**src/rtl/kam_pkg.sv**
```systemverilog
`timescale 1ns / 1ps

package kam_pkg;

    // table geometry
    localparam int ENTRIES   = 128;
    localparam int NAME_BITS = 64;
    localparam int IDX_W     = $clog2(ENTRIES);
    localparam int CNT_W     = $clog2(ENTRIES + 1);

    // fixed field widths
    localparam int CMD_W  = 3;
    localparam int KEY_W  = 64;
    localparam int DATA_W = 32;

    // stream packing
    localparam int S_TDATA_W = 2 * KEY_W + DATA_W;
    localparam int M_TDATA_W = 2 * DATA_W;
    localparam int M_TUSER_W = 2;

    typedef enum logic [CMD_W-1:0] {
        OP_SET = 3'd0,
        OP_SHW = 3'd1,
        OP_ADD = 3'd2,
        OP_LDR = 3'd3,
        OP_INC = 3'd4,
        OP_DEC = 3'd5,
        OP_STR = 3'd6
    } t_op;

    // controller to datapath
    typedef struct packed {
        logic             load;
        logic             rd_en;
        logic [IDX_W-1:0] rd_addr;
        logic             commit;
    } t_dp_cmd;

    // datapath to controller
    typedef struct packed {
        logic [CNT_W-1:0] fill_count;
        logic             out_free;
    } t_dp_status;

endpackage

```
**src/rtl/kam_ctrl.sv**
```systemverilog
`timescale 1ns / 1ps

module kam_ctrl
    import kam_pkg::*;
(
    input  logic       i_clk,
    input  logic       i_rst_n,
    input  logic       i_s_tvalid,
    output logic       o_s_tready,
    input  t_dp_status i_status,
    output t_dp_cmd    o_cmd
);

    typedef enum logic [2:0] {
        S_IDLE   = 3'b001,
        S_SCAN   = 3'b010,
        S_UPDATE = 3'b100
    } t_state;

    t_state           r_state, n_state;
    logic [CNT_W-1:0] r_idx, n_idx;
    logic             scan_more;

    assign scan_more = (r_idx < i_status.fill_count);

    always_comb begin
        n_state      = r_state;
        n_idx        = r_idx;
        o_s_tready   = 1'b0;
        o_cmd        = '0;
        o_cmd.rd_addr = r_idx[IDX_W-1:0];
        case (r_state)
            S_IDLE: begin
                // no beat is taken while reset is held
                o_s_tready = i_rst_n;
                if (i_rst_n && i_s_tvalid) begin
                    o_cmd.load = 1'b1;
                    n_idx      = '0;
                    n_state    = S_SCAN;
                end
            end
            S_SCAN: begin
                // last compare lands on the same edge that leaves this state
                if (scan_more) begin
                    o_cmd.rd_en = 1'b1;
                    n_idx       = r_idx + CNT_W'(1);
                end else begin
                    n_state = S_UPDATE;
                end
            end
            S_UPDATE: begin
                if (i_status.out_free) begin
                    o_cmd.commit = 1'b1;
                    n_state      = S_IDLE;
                end
            end
            default: begin
                n_state = S_IDLE;
            end
        endcase
    end

    always_ff @(posedge i_clk) begin
        if (!i_rst_n) begin
            r_state <= S_IDLE;
            r_idx   <= '0;
        end else begin
            r_state <= n_state;
            r_idx   <= n_idx;
        end
    end

    a_rd_in_range: assert property (@(posedge i_clk) disable iff (!i_rst_n)
        o_cmd.rd_en |-> (r_idx < i_status.fill_count))
        else $error("table read beyond filled slots");

    a_load_starts_scan: assert property (@(posedge i_clk) disable iff (!i_rst_n)
        o_cmd.load |=> (r_state == S_SCAN) && (r_idx == '0))
        else $error("accepted beat did not start a scan");

    a_commit_when_free: assert property (@(posedge i_clk) disable iff (!i_rst_n)
        o_cmd.commit |-> i_status.out_free)
        else $error("commit while result register busy");

endmodule

```
**config.mk**
```make
export PLATFORM = sky130hd
export DESIGN_NAME = kam_ctrl
export DESIGN_NICKNAME = d
export VERILOG_FILES = /design/src/rtl/kam_pkg.sv /design/src/rtl/kam_ctrl.sv
export SDC_FILE = /design/constraint.sdc
export NUM_CORES = 1
export LEC_CHECK = 0
export BUFFER_PORTS_ARGS = -buffer_cell sky130_fd_sc_hd__buf_2
export CELL_PAD_IN_SITES_DETAIL_PLACEMENT = 2
export CELL_PAD_IN_SITES_GLOBAL_PLACEMENT = 2
export CORE_MARGIN = 3
export CORE_UTILIZATION = 31
export CTS_CLUSTER_SIZE = 10
export DETAILED_ROUTE_END_ITERATION = 10
export PLACE_DENSITY = 0.79
export REMOVE_ABC_BUFFERS = 1
export SYNTH_ARGS = -nofsm -noshare
export SYNTH_HDL_FRONTEND = slang
export SYNTH_SLANG_ARGS = --single-unit
```
**constraint.sdc**
```tcl
create_clock -name i_clk -period 5.2 [get_ports i_clk]
set_input_delay 0.78 -clock i_clk [delete_from_list [all_inputs] [get_ports i_clk]]
set_output_delay 0.78 -clock i_clk [all_outputs]
set_load 0.005 [all_outputs]
```
### Yosys cells after proc, flatten, opt, wreduce, memory -nomap -nowiden

Index checks and enable logic that the tools add are counted.
Widths: inputs -> output; s select.

* register bits after elaboration: 11
* output and inout port bits: 11
* bits in latches: 0
* input bits: 12
* memories kept: 0
* memory bits (read-only): 0
* word-level logic and storage cells: 29
* memory bits (writable): 0

* multiplexer cells: 14
* magnitude comparators: 1
* multipliers: 0
* reduce and logical (&&, ||, !) cells: 4
* add/subtract/negate cells: 1
* shifts and indexed selects: 0
* bitwise logic cells: 0
* equality and inequality tests: 7
* div/mod/pow operators: 0

Operators with widths (number)
* $mux 8: 2
* $pmux 8 s2: 1
* $mux 3: 3
* $pmux 3 s3: 1
* $add 8x1->8 const B: 1
* $lt 8x8->1: 1
* $ne 2x2->1 const B: 4
* $mux 1: 7
* $reduce_and 3->1: 2
* $eq 3x1->1 const B: 1
* $eq 3x2->1 const B: 1
* $eq 3x3->1 const B: 1
* $reduce_bool 2->1: 1
* $logic_and 1x1->1: 1

### Longest topological paths before layout

Gate-level depths: netlist of the first run.

* word-level depth: 3
* depth in mapped cells: 7
* gate-level depth less buffers: 7

### Least setup slack after synthesis of the first run

No wires, ideal clock.

* kind: in2out
* start point: in i_status[3] (netlist name)
* end point: out o_cmd[8] (netlist name)
* arrival time: 1.763 ns
* buffers on the path: 0
* stages: 5
* path slack: 2.657 ns
* required time: 4.420 ns
* path through: inv_1 > ha_1 > a211o_1 > a31oi_2 > o21a_4

RTL lines
* from (decl): RTL line kam_ctrl.sv:10 `input t_dp_status i_status,`
* to (decl): RTL line kam_ctrl.sv:11 `output t_dp_cmd o_cmd`

==> results.cfg, run 1 <==
[synth]
synth_cell_type_count = 37
syn-cell-area_um2 = 857
synthTopCellsByArea = dfxtp_1 26%, ha_1 12%, buf_4 6.1%
async_flop_share_pct = 0
synth_edf_count = 0
syn_area_per_cell_um2 = 8.49
synthCells = 101
ys.flop_type = dfxtp_1
yosysSeqAreaShare_pct = 25.7
yosysWarnings = 0
ys_seq_elements = 11
synth_top_area_share_pct = 25.7
synth_top_cell_by_area = dfxtp_1

[clock_tree]
clock_tree.buffer_depth = 2
clk_pin_slew_worst_paths_ns = 0.07
cts_tree = built
clock_sinks = 11
cts-root-buf = clkbuf_4
numCtsBuffers = 3
htree_levels = 1
post_cts_resized = 0
post-cts-setup-buffers = 0
clk_latency_ns = 0.27
cts_hold_buffers = 0

[final_layout]
final_util_pct = 38.0
antennaDiodeCount = 0
final_cell_mix = 22 x buf_2, 11 x inv_1, 11 x nand2_1, 11 x dfxtp_1, 10 x nor2_1
nets = 140
area_delta_synth_final_pct = 12.8
mostFrequentLayoutCell = buf_2
drive_gt1_share_pct = 27.7

[run]
maxCapViolCount = 0

[grt]
grt_pass1_vias = 868
grt.total_usage_pct = 15.1
use_met2_pct = 29.7
busiest_layer = met2
grt_max_degree = 10
grt.overflow.total = 0
antenna_found_initial = 0
grt_pass1_wl_mm = 3.97
use_met1_pct = 16.3
use_met3_pct = 1.97

[sta]
fmax_ghz = 0.357
period_needed_ns = 2.80
fin_crit_sh_pct = 53.9
slew_violations = 0
skew_ns = 0.000559
hold_viol_final = 0
fin_tns_setup_ns = 0
setup_slack_ns = 2.40
rsz0062_at_grt = false
setup_viol = 0
worst_pin_slew_ns = 0.405
slew_headroom_pct = 73.0

[die]
die_h_um = 58.6
placement_rows = 18
die_w_um = 58.6
die-area_um2 = 3430
initial_utilization_pct = 33.7
io_pins = 23
coreArea_um2 = 2540

[place]
dp_worst_setup_slack_ns = 2.39
gp_congestion = 0.795
hpwl_mm = 2.01
io_buffers = 22

[critical_path]
cp-end-kind = output port
cp-start-kind = input pin
crit_fanout = 5
required_ns = 4.42
critPathKind = input pin to output port
worstPathArrival_ns = 2.02

[pwr]
leakage_uw = 0.000498
clock_power_share_pct = 34.1
power.total_uw = 171
switchingPower_uw = 44.5
p_per_area_nw_per_um2 = 177
power_frac_comb_pct = 14.4
p_seq_share_pct = 51.5
intPower_uw = 127
peakVddDrop_uv = 76.9
p_sw_share_pct = 26.0

[detailed_routing]
drc_errors = 0
wire_per_inst_um = 16.2
ant_nets = 0
viasPerCell = 5.41
drt_first_pass_iters = 4
wl_mm = 2.42
drt-initial-drc-count = 21
num_vias = 806

[run_status]
outcome = completed

[hold_path]
min_path_type = register to register
[worst max-delay path, stage by stage]
cell     delay, ns
buf_2         0.08
inv_1         0.03
ha_1          0.31
a211o_1       0.31
a31oi_2       0.21
o21a_4        0.18
buf_2         0.11
[routing by layer]
metal  part of all wire [%]  vias to the layer above
met3                    5.0                        4
met2                     54                       21
met4                   0.95                        0
met1                     40                      393
li1                       -                      388
met5                      0                        -
[worst paths after layout]
check,from,slack [ns],depth (start not counted),end
setup / recovery,i_status[3],2.40,7,o_cmd[8]
hold / removal,r_idx[7],0.55,1,r_idx[7]
setup reg to reg,r_idx[2],3.11,6,r_idx[0]
hold reg to reg,r_idx[7],0.55,1,r_idx[7]
[power groups by stage]
stage | Clock, uW | Sequential, uW | Combinational [uW]
5_1_grt | 64.9 | 88.6 | 27.5
2_1_floorplan | 0 | 89.6 | 14.2
3_5_place_dp | 0 | 90.2 | 25.0
3_3_place_gp | 0 | 90.1 | 22.9
4_1_cts | 61.1 | 88.2 | 25.1
6_report | 58.5 | 88.2 | 24.7
[metrics by stage]
stage | instances | hold WS, ns | cell area, um^2
5_1_grt | 149 | 0.586 | 967
3_3_place_gp | 145 | 0.515 | 941
4_1_cts | 149 | 0.554 | 967
2_1_floorplan | 93 | 0.498 | 793
3_5_place_dp | 145 | 0.537 | 941
6_report | 149 | 0.548 | 967
[Yosys cell counts (3+ instances only)]
library cell,n
nand2_1,11
nor2_1,10
nor4_1,3
inv_1,11
a211o_1,3
ha_1,8
a21oi_1,3
buf_4,7
dfxtp_1,11
[sequential cells by signal, summed over array words and instances, names as in the netlist]
signal and cells:
r_state 3, r_idx 8
[layout make-up]
type,count,area (um^2)
Clock buffer,4,26.3
Fill cell,320,1580
Inverter,11,41.3
Timing Repair Buffer,22,110
Tap cell,30,37.5
Sequential cell,11,220
Multi-Input combinational cell,71,532
[kinds of logic (layout without fill, tap and decap cells)]
logic type / Yosys count / after routing / share of synthesized area (%)
adders and majority gates: 8 / 8 / 11.7
buffers and inverters: 19 / 37 / 12.3
AOI/OAI and AO/OA: 19 / 19 / 19.1
DFF: 11 / 11 / 25.7
muxes: 1 / 1 / 1.31
and+or+nand+nor: 41 / 41 / 27.9
xor gates and xnor gates: 2 / 2 / 2.04
Note: power is estimated with default switching activity, not from simulation.
==> run 2: changes to the inputs <==
--- a/config.mk
+++ b/config.mk
@@ -9,10 +9,10 @@
 export CELL_PAD_IN_SITES_DETAIL_PLACEMENT = 2
 export CELL_PAD_IN_SITES_GLOBAL_PLACEMENT = 2
 export CORE_MARGIN = 3
-export CORE_UTILIZATION = 31
+export CORE_UTILIZATION = 29
 export CTS_CLUSTER_SIZE = 10
 export DETAILED_ROUTE_END_ITERATION = 10
-export PLACE_DENSITY = 0.79
+export PLACE_DENSITY = 0.74
 export REMOVE_ABC_BUFFERS = 1
 export SYNTH_ARGS = -nofsm -noshare
 export SYNTH_HDL_FRONTEND = slang
==> constraint.sdc (replaced) <==
create_clock -name i_clk -period 2.8 [get_ports i_clk]
set_input_delay 0.42 -clock i_clk [delete_from_list [all_inputs] [get_ports i_clk]]
set_output_delay 0.42 -clock i_clk [all_outputs]
set_load 0.005 [all_outputs]
==> results.cfg, run 2 (synthesized netlist as in run 1, its figures left out) <==
[pwr]
peakVddDrop_uv = 161
leakage_uw = 0.000498
p_per_area_nw_per_um2 = 329

[final_layout]
largest_reg_flops = 8
final_util_pct = 34.8
antennaDiodeCount = 0
mostFrequentLayoutCell = buf_2
regMostFlops = r_idx
largestRegisters = r_idx (8), r_state (3)
drive_gt1_share_pct = 27.7
final_cell_mix = 22 x buf_2, 11 x inv_1, 11 x nand2_1, 11 x dfxtp_1, 10 x nor2_1
area_delta_synth_final_pct = 13.0
nets = 140

[detailed_routing]
wl_mm = 2.22
num_vias = 779
drt-initial-drc-count = 1
drt_first_pass_iters = 2
drc_errors = 0
ant_nets = 0
wire_per_inst_um = 14.8
viasPerCell = 5.19

[critical_path]
crit_start = r_idx[2]
crit_fanout = 7
worstReg2RegStart = r_idx[2]
r2r_setup_slack_ns = 0.77
required_ns = 2.38
endpoint = o_cmd[8]
cp-start-kind = register
cp-end-kind = output port
critPathKind = register to output port
timing.rr.end = r_idx[3]
worstPathArrival_ns = 1.85
reg2reg_depth = 6

[grt]
grt.total_usage_pct = 13.4
grt_pass1_vias = 825
grt.overflow.total = 0
grt_pass1_wl_mm = 3.58
antenna_found_initial = 0
grt_max_degree = 10

[run_status]
outcome = completed

[clock_tree]
clk_pin_slew_worst_paths_ns = 0.07
cts_tree = built
clk_latency_ns = 0.27
clock_sinks = 11
htree_levels = 1
post_cts_resized = 0
cts_hold_buffers = 0
clock_tree.buffer_depth = 2
post-cts-setup-buffers = 0
cts-root-buf = clkbuf_4
numCtsBuffers = 3

[die]
io_pins = 23
initial_utilization_pct = 30.8
die-area_um2 = 3640
die_h_um = 60.4
coreArea_um2 = 2780
die_w_um = 60.4
placement_rows = 19

[place]
gp_congestion = 0.759
io_buffers = 22
hpwl_mm = 1.83

[hold_path]
min_path_type = input pin to register
hold_depth = 2

[sta]
fmax_ghz = 0.440
worst_pin_slew_ns = 0.368
hold_viol_final = 0
slew_violations = 0
period_needed_ns = 2.27
rsz0062_at_grt = false
fin_tns_setup_ns = 0
slew_headroom_pct = 75.5
fin_crit_sh_pct = 81.1
skew_ns = 0.00102
setup_viol = 0

[run]
maxCapViolCount = 0
[run 2: worst min path at each step]
stage / startpoint / endpoint
2_1_floorplan: i_rst_n / r_state[0]
3_3_place_gp: r_idx[7] / r_idx[7]
3_5_place_dp: r_idx[1] / r_idx[1]
4_1_cts: i_rst_n / r_state[0]
5_1_grt: i_rst_n / r_state[0]
6_report: i_rst_n / r_state[0]
[run 2: cell type report]
| class | instances | area [um^2] |
|---|---|---|
| Fill cell | 333 | 1810 |
| Clock buffer | 4 | 26.3 |
| Timing Repair Buffer | 22 | 110 |
| Multi-Input combinational cell | 71 | 532 |
| Inverter | 11 | 41.3 |
| Sequential cell | 11 | 220 |
| Tap cell | 31 | 38.8 |
[run 2: critical path, stage by stage (launching register included)]
cell     delay [ns]
dfxtp_1        0.46
ha_1           0.31
a211o_1        0.31
a31oi_2        0.21
o21a_4         0.18
buf_2          0.11
[run 2: where the power goes]
| group | leakage (uW) | switching, uW | internal, uW |
|---|---|---|---|
| sequential | 0.0000891 | 5.06 | 159 |
| combinational | 0.000394 | 21.8 | 21.1 |
| clock | 0.0000150 | 56.3 | 55.3 |
[run 2: per-layer routing]
metal	up-vias	global-route usage (%)	share of wire (%)
met3	2	2.13	4.2
met4	0	7.59	1.2
met5	-	0	0
met2	20	24.8	51
li1	389	-	-
met1	368	14.4	43
[run 2: per-stage QoR]
| step | std cells | power [uW] | hold slack [ns] | area, um^2 | setup slack [ns] |
|---|---|---|---|---|---|
| 2_1_floorplan | 93 | 193 | 0.496 | 793 | 0.891 |
| 3_3_place_gp | 146 | 210 | 0.531 | 942 | 0.705 |
| 4_1_cts | 150 | 328 | 0.402 | 968 | 0.478 |
| 3_5_place_dp | 146 | 212 | 0.569 | 942 | 0.648 |
| 6_report | 150 | 318 | 0.409 | 968 | 0.528 |
| 5_1_grt | 150 | 337 | 0.420 | 968 | 0.407 |
==> run 3: changes to the inputs <==
--- a/config.mk
+++ b/config.mk
@@ -5,14 +5,15 @@
 export SDC_FILE = /design/constraint.sdc
 export NUM_CORES = 1
 export LEC_CHECK = 0
+export ABC_AREA = 1
 export BUFFER_PORTS_ARGS = -buffer_cell sky130_fd_sc_hd__buf_2
 export CELL_PAD_IN_SITES_DETAIL_PLACEMENT = 2
 export CELL_PAD_IN_SITES_GLOBAL_PLACEMENT = 2
 export CORE_MARGIN = 3
-export CORE_UTILIZATION = 29
+export CORE_UTILIZATION = 27
 export CTS_CLUSTER_SIZE = 10
 export DETAILED_ROUTE_END_ITERATION = 10
-export PLACE_DENSITY = 0.74
+export PLACE_DENSITY = 0.75
 export REMOVE_ABC_BUFFERS = 1
 export SYNTH_ARGS = -nofsm -noshare
 export SYNTH_HDL_FRONTEND = slang
==> constraint.sdc (replaced) <==
create_clock -name i_clk -period 2.3 [get_ports i_clk]
set_input_delay 0.345 -clock i_clk [delete_from_list [all_inputs] [get_ports i_clk]]
set_output_delay 0.345 -clock i_clk [all_outputs]
set_load 0.005 [all_outputs]
==> results.cfg, run 3 <==
[final_layout]
mostFrequentLayoutCell = nand2_1
seq_area_um2 = 220
num-fill-cells = 412
multiInputGateArea_um2 = 512
largest_reg_flops = 8
largestRegisters = r_idx (8), r_state (3)
drive_gt1_share_pct = 24.3
nets = 169
regMostFlops = r_idx
area_delta_synth_final_pct = 13.8
antennaDiodeCount = 0
final_cell_mix = 29 x nand2_1, 22 x buf_2, 21 x inv_1, 15 x nor2_1, 12 x nand3_1
final_area_um2 = 1010

[sta]
fin_tns_setup_ns = 0
hold_viol_final = 0
fin_crit_sh_pct = 91.5
period_needed_ns = 2.10
setup_slack_ns = 0.196
fmax_ghz = 0.475
slew_headroom_pct = 72.4
rsz0062_at_grt = false
worst_pin_slew_ns = 0.412
slew_violations = 0
skew_ns = 0.00264
setup_viol = 0

[detailed_routing]
viasPerCell = 4.69
num_vias = 901
routed-wl-met2_mm = 1.36
dr.max_layer_used = met4
drt_first_pass_iters = 4
dr_wl_met3_um = 89
wl_mm = 2.51
ant_nets = 0
drt-initial-drc-count = 17
met1_length_mm = 1.01
drc_errors = 0
wire_per_inst_um = 13.1

[pwr]
leakage_uw = 0.000533
peakVddDrop_uv = 180
p_per_area_nw_per_um2 = 460

[synth]
synthTopCellsByArea = dfxtp_1 25%, nand2_1 12%, ha_1 11%
synth_top_area_share_pct = 24.8
yosys.area_share.simple_pct = 38.4
yosys.cell_count.top_type = nand2_1
synth_top_cell_by_area = dfxtp_1
synthMuxAreaShare_pct = 0
syn-cell-area_um2 = 887
synth_compound_area_share_pct = 8.04
async_flop_share_pct = 0
synth_top_family_by_area = simple AND/OR/NAND/NOR gates
synth_common_cells = 29 x nand2_1, 21 x inv_1, 15 x nor2_1
synthXorXnorAreaFrac_pct = 0
yosysWarnings = 0
ys_seq_elements = 11
synth_edf_count = 0
ys.flop_type = dfxtp_1
synthAdderAreaFrac_pct = 11.3
synthCells = 131
synth_cell_type_count = 25
yosysSeqAreaShare_pct = 24.8
syn_area_per_cell_um2 = 6.77

[critical_path]
r2r_setup_slack_ns = 0.54
critPathKind = register to output port
reg2reg_depth = 11
cp-start-kind = register
cp-end-kind = output port
crit_fanout = 7
worstReg2RegStart = r_idx[2]
timing.rr.end = r_idx[2]
required_ns = 1.96
worstPathArrival_ns = 1.76

[place]
hpwl_mm = 2.07
dp_worst_setup_slack_ns = 0.435
placed_cell_area_um2 = 983
io_buffers = 22
gp_congestion = 0.687

[clock_tree]
cts_tree = built
cts-root-buf = clkbuf_4
post-cts-setup-buffers = 0
post_cts_resized = 0
clock_tree.buffer_depth = 2
clk_pin_slew_worst_paths_ns = 0.08
cts_hold_buffers = 0
htree_levels = 1
clk_latency_ns = 0.27
numCtsBuffers = 3
clock_sinks = 11

[hold_path]
min_to = r_state[0]
hold_start = i_s_tvalid
min_path_type = input pin to register
hold_depth = 2

[die]
io_pins = 23
die_w_um = 63.3
placement_rows = 20
die_h_um = 63.3
initial_utilization_pct = 28.6
coreArea_um2 = 3100
die-area_um2 = 4010

[run_status]
outcome = completed

[grt]
grt_pass1_wl_mm = 4.38
grt.total_usage_pct = 14.1
grt_max_degree = 13
antenna_found_initial = 0
grt.overflow.total = 0
grt_pass1_vias = 968

[run]
maxCapViolCount = 0
[run 3: changes by cell type after synthesis, sizes merged, moves of 4 or more]
| cell | before | now |
|---|---|---|
| nand2 | 11 | 32 |
| inv | 11 | 23 |
| nand3 | 2 | 13 |
| nor2 | 11 | 16 |
| a21oi | 3 | 9 |
| nor3b | 4 | 0 |
[run 3: how the worst max path moves through the flow]
stage,from,end
final,r_idx[2],o_cmd[8]
after floorplan,r_idx[5],o_cmd[8]
after CTS,r_idx[3],o_cmd[8]
after global placement,i_status[8],o_cmd[8]
after global routing,r_idx[3],o_cmd[8]
after detailed placement,i_status[4],o_cmd[8]
[run 3: power breakdown]
group / switching [uW] / total [uW] / internal (uW)
combinational: 65.5 / 110 / 44.3
sequential: 15.8 / 217 / 201
clock: 70.7 / 138 / 67.2
total: 152 / 465 / 313
[run 3: kinds of logic (layout without fill, tap and decap cells)]
| logic type | after synthesis | in the layout |
|---|---|---|
| AOI/OAI and AO/OA | 12 | 12 |
| adders and majority gates | 8 | 8 |
| DFF | 11 | 11 |
| buffers and inverters | 32 | 49 |
| and+or+nand+nor | 68 | 68 |
[run 3: worst max-delay path, cell delays in order (launching register included)]
cell	delay [ns]
dfxtp_1	0.47
ha_1	0.29
nand2_1	0.06
inv_1	0.04
nand2_1	0.06
nand2_1	0.08
nand2_1	0.14
nand3_4	0.12
inv_1	0.10
buf_2	0.11
[run 3: final cells by class]
cell class	instances	share of cell area [%]
well taps	44	5.45
multi-input cells	88	50.7
flip-flops and latches	11	21.8
inverters	23	8.55
repair buffers	22	10.9
clock buffers	4	2.60
[run 3: stage by stage]
step	instances	power, uW	hold slack (ns)	utilization [%]
finish	192	465	0.325	32.5
detailed placement	188	334	0.499	31.7
global placement	188	323	0.488	31.7
global route	192	505	0.318	32.5
floorplan	122	288	0.444	-
CTS	192	476	0.319	32.5
[run 3: metal layers]
metal  global-route usage (%)  vias up
li1                         -      441
met1                     15.9      433
met3                     2.32        6
met4                     7.82        0
met2                     24.8       21
met5                        0        -
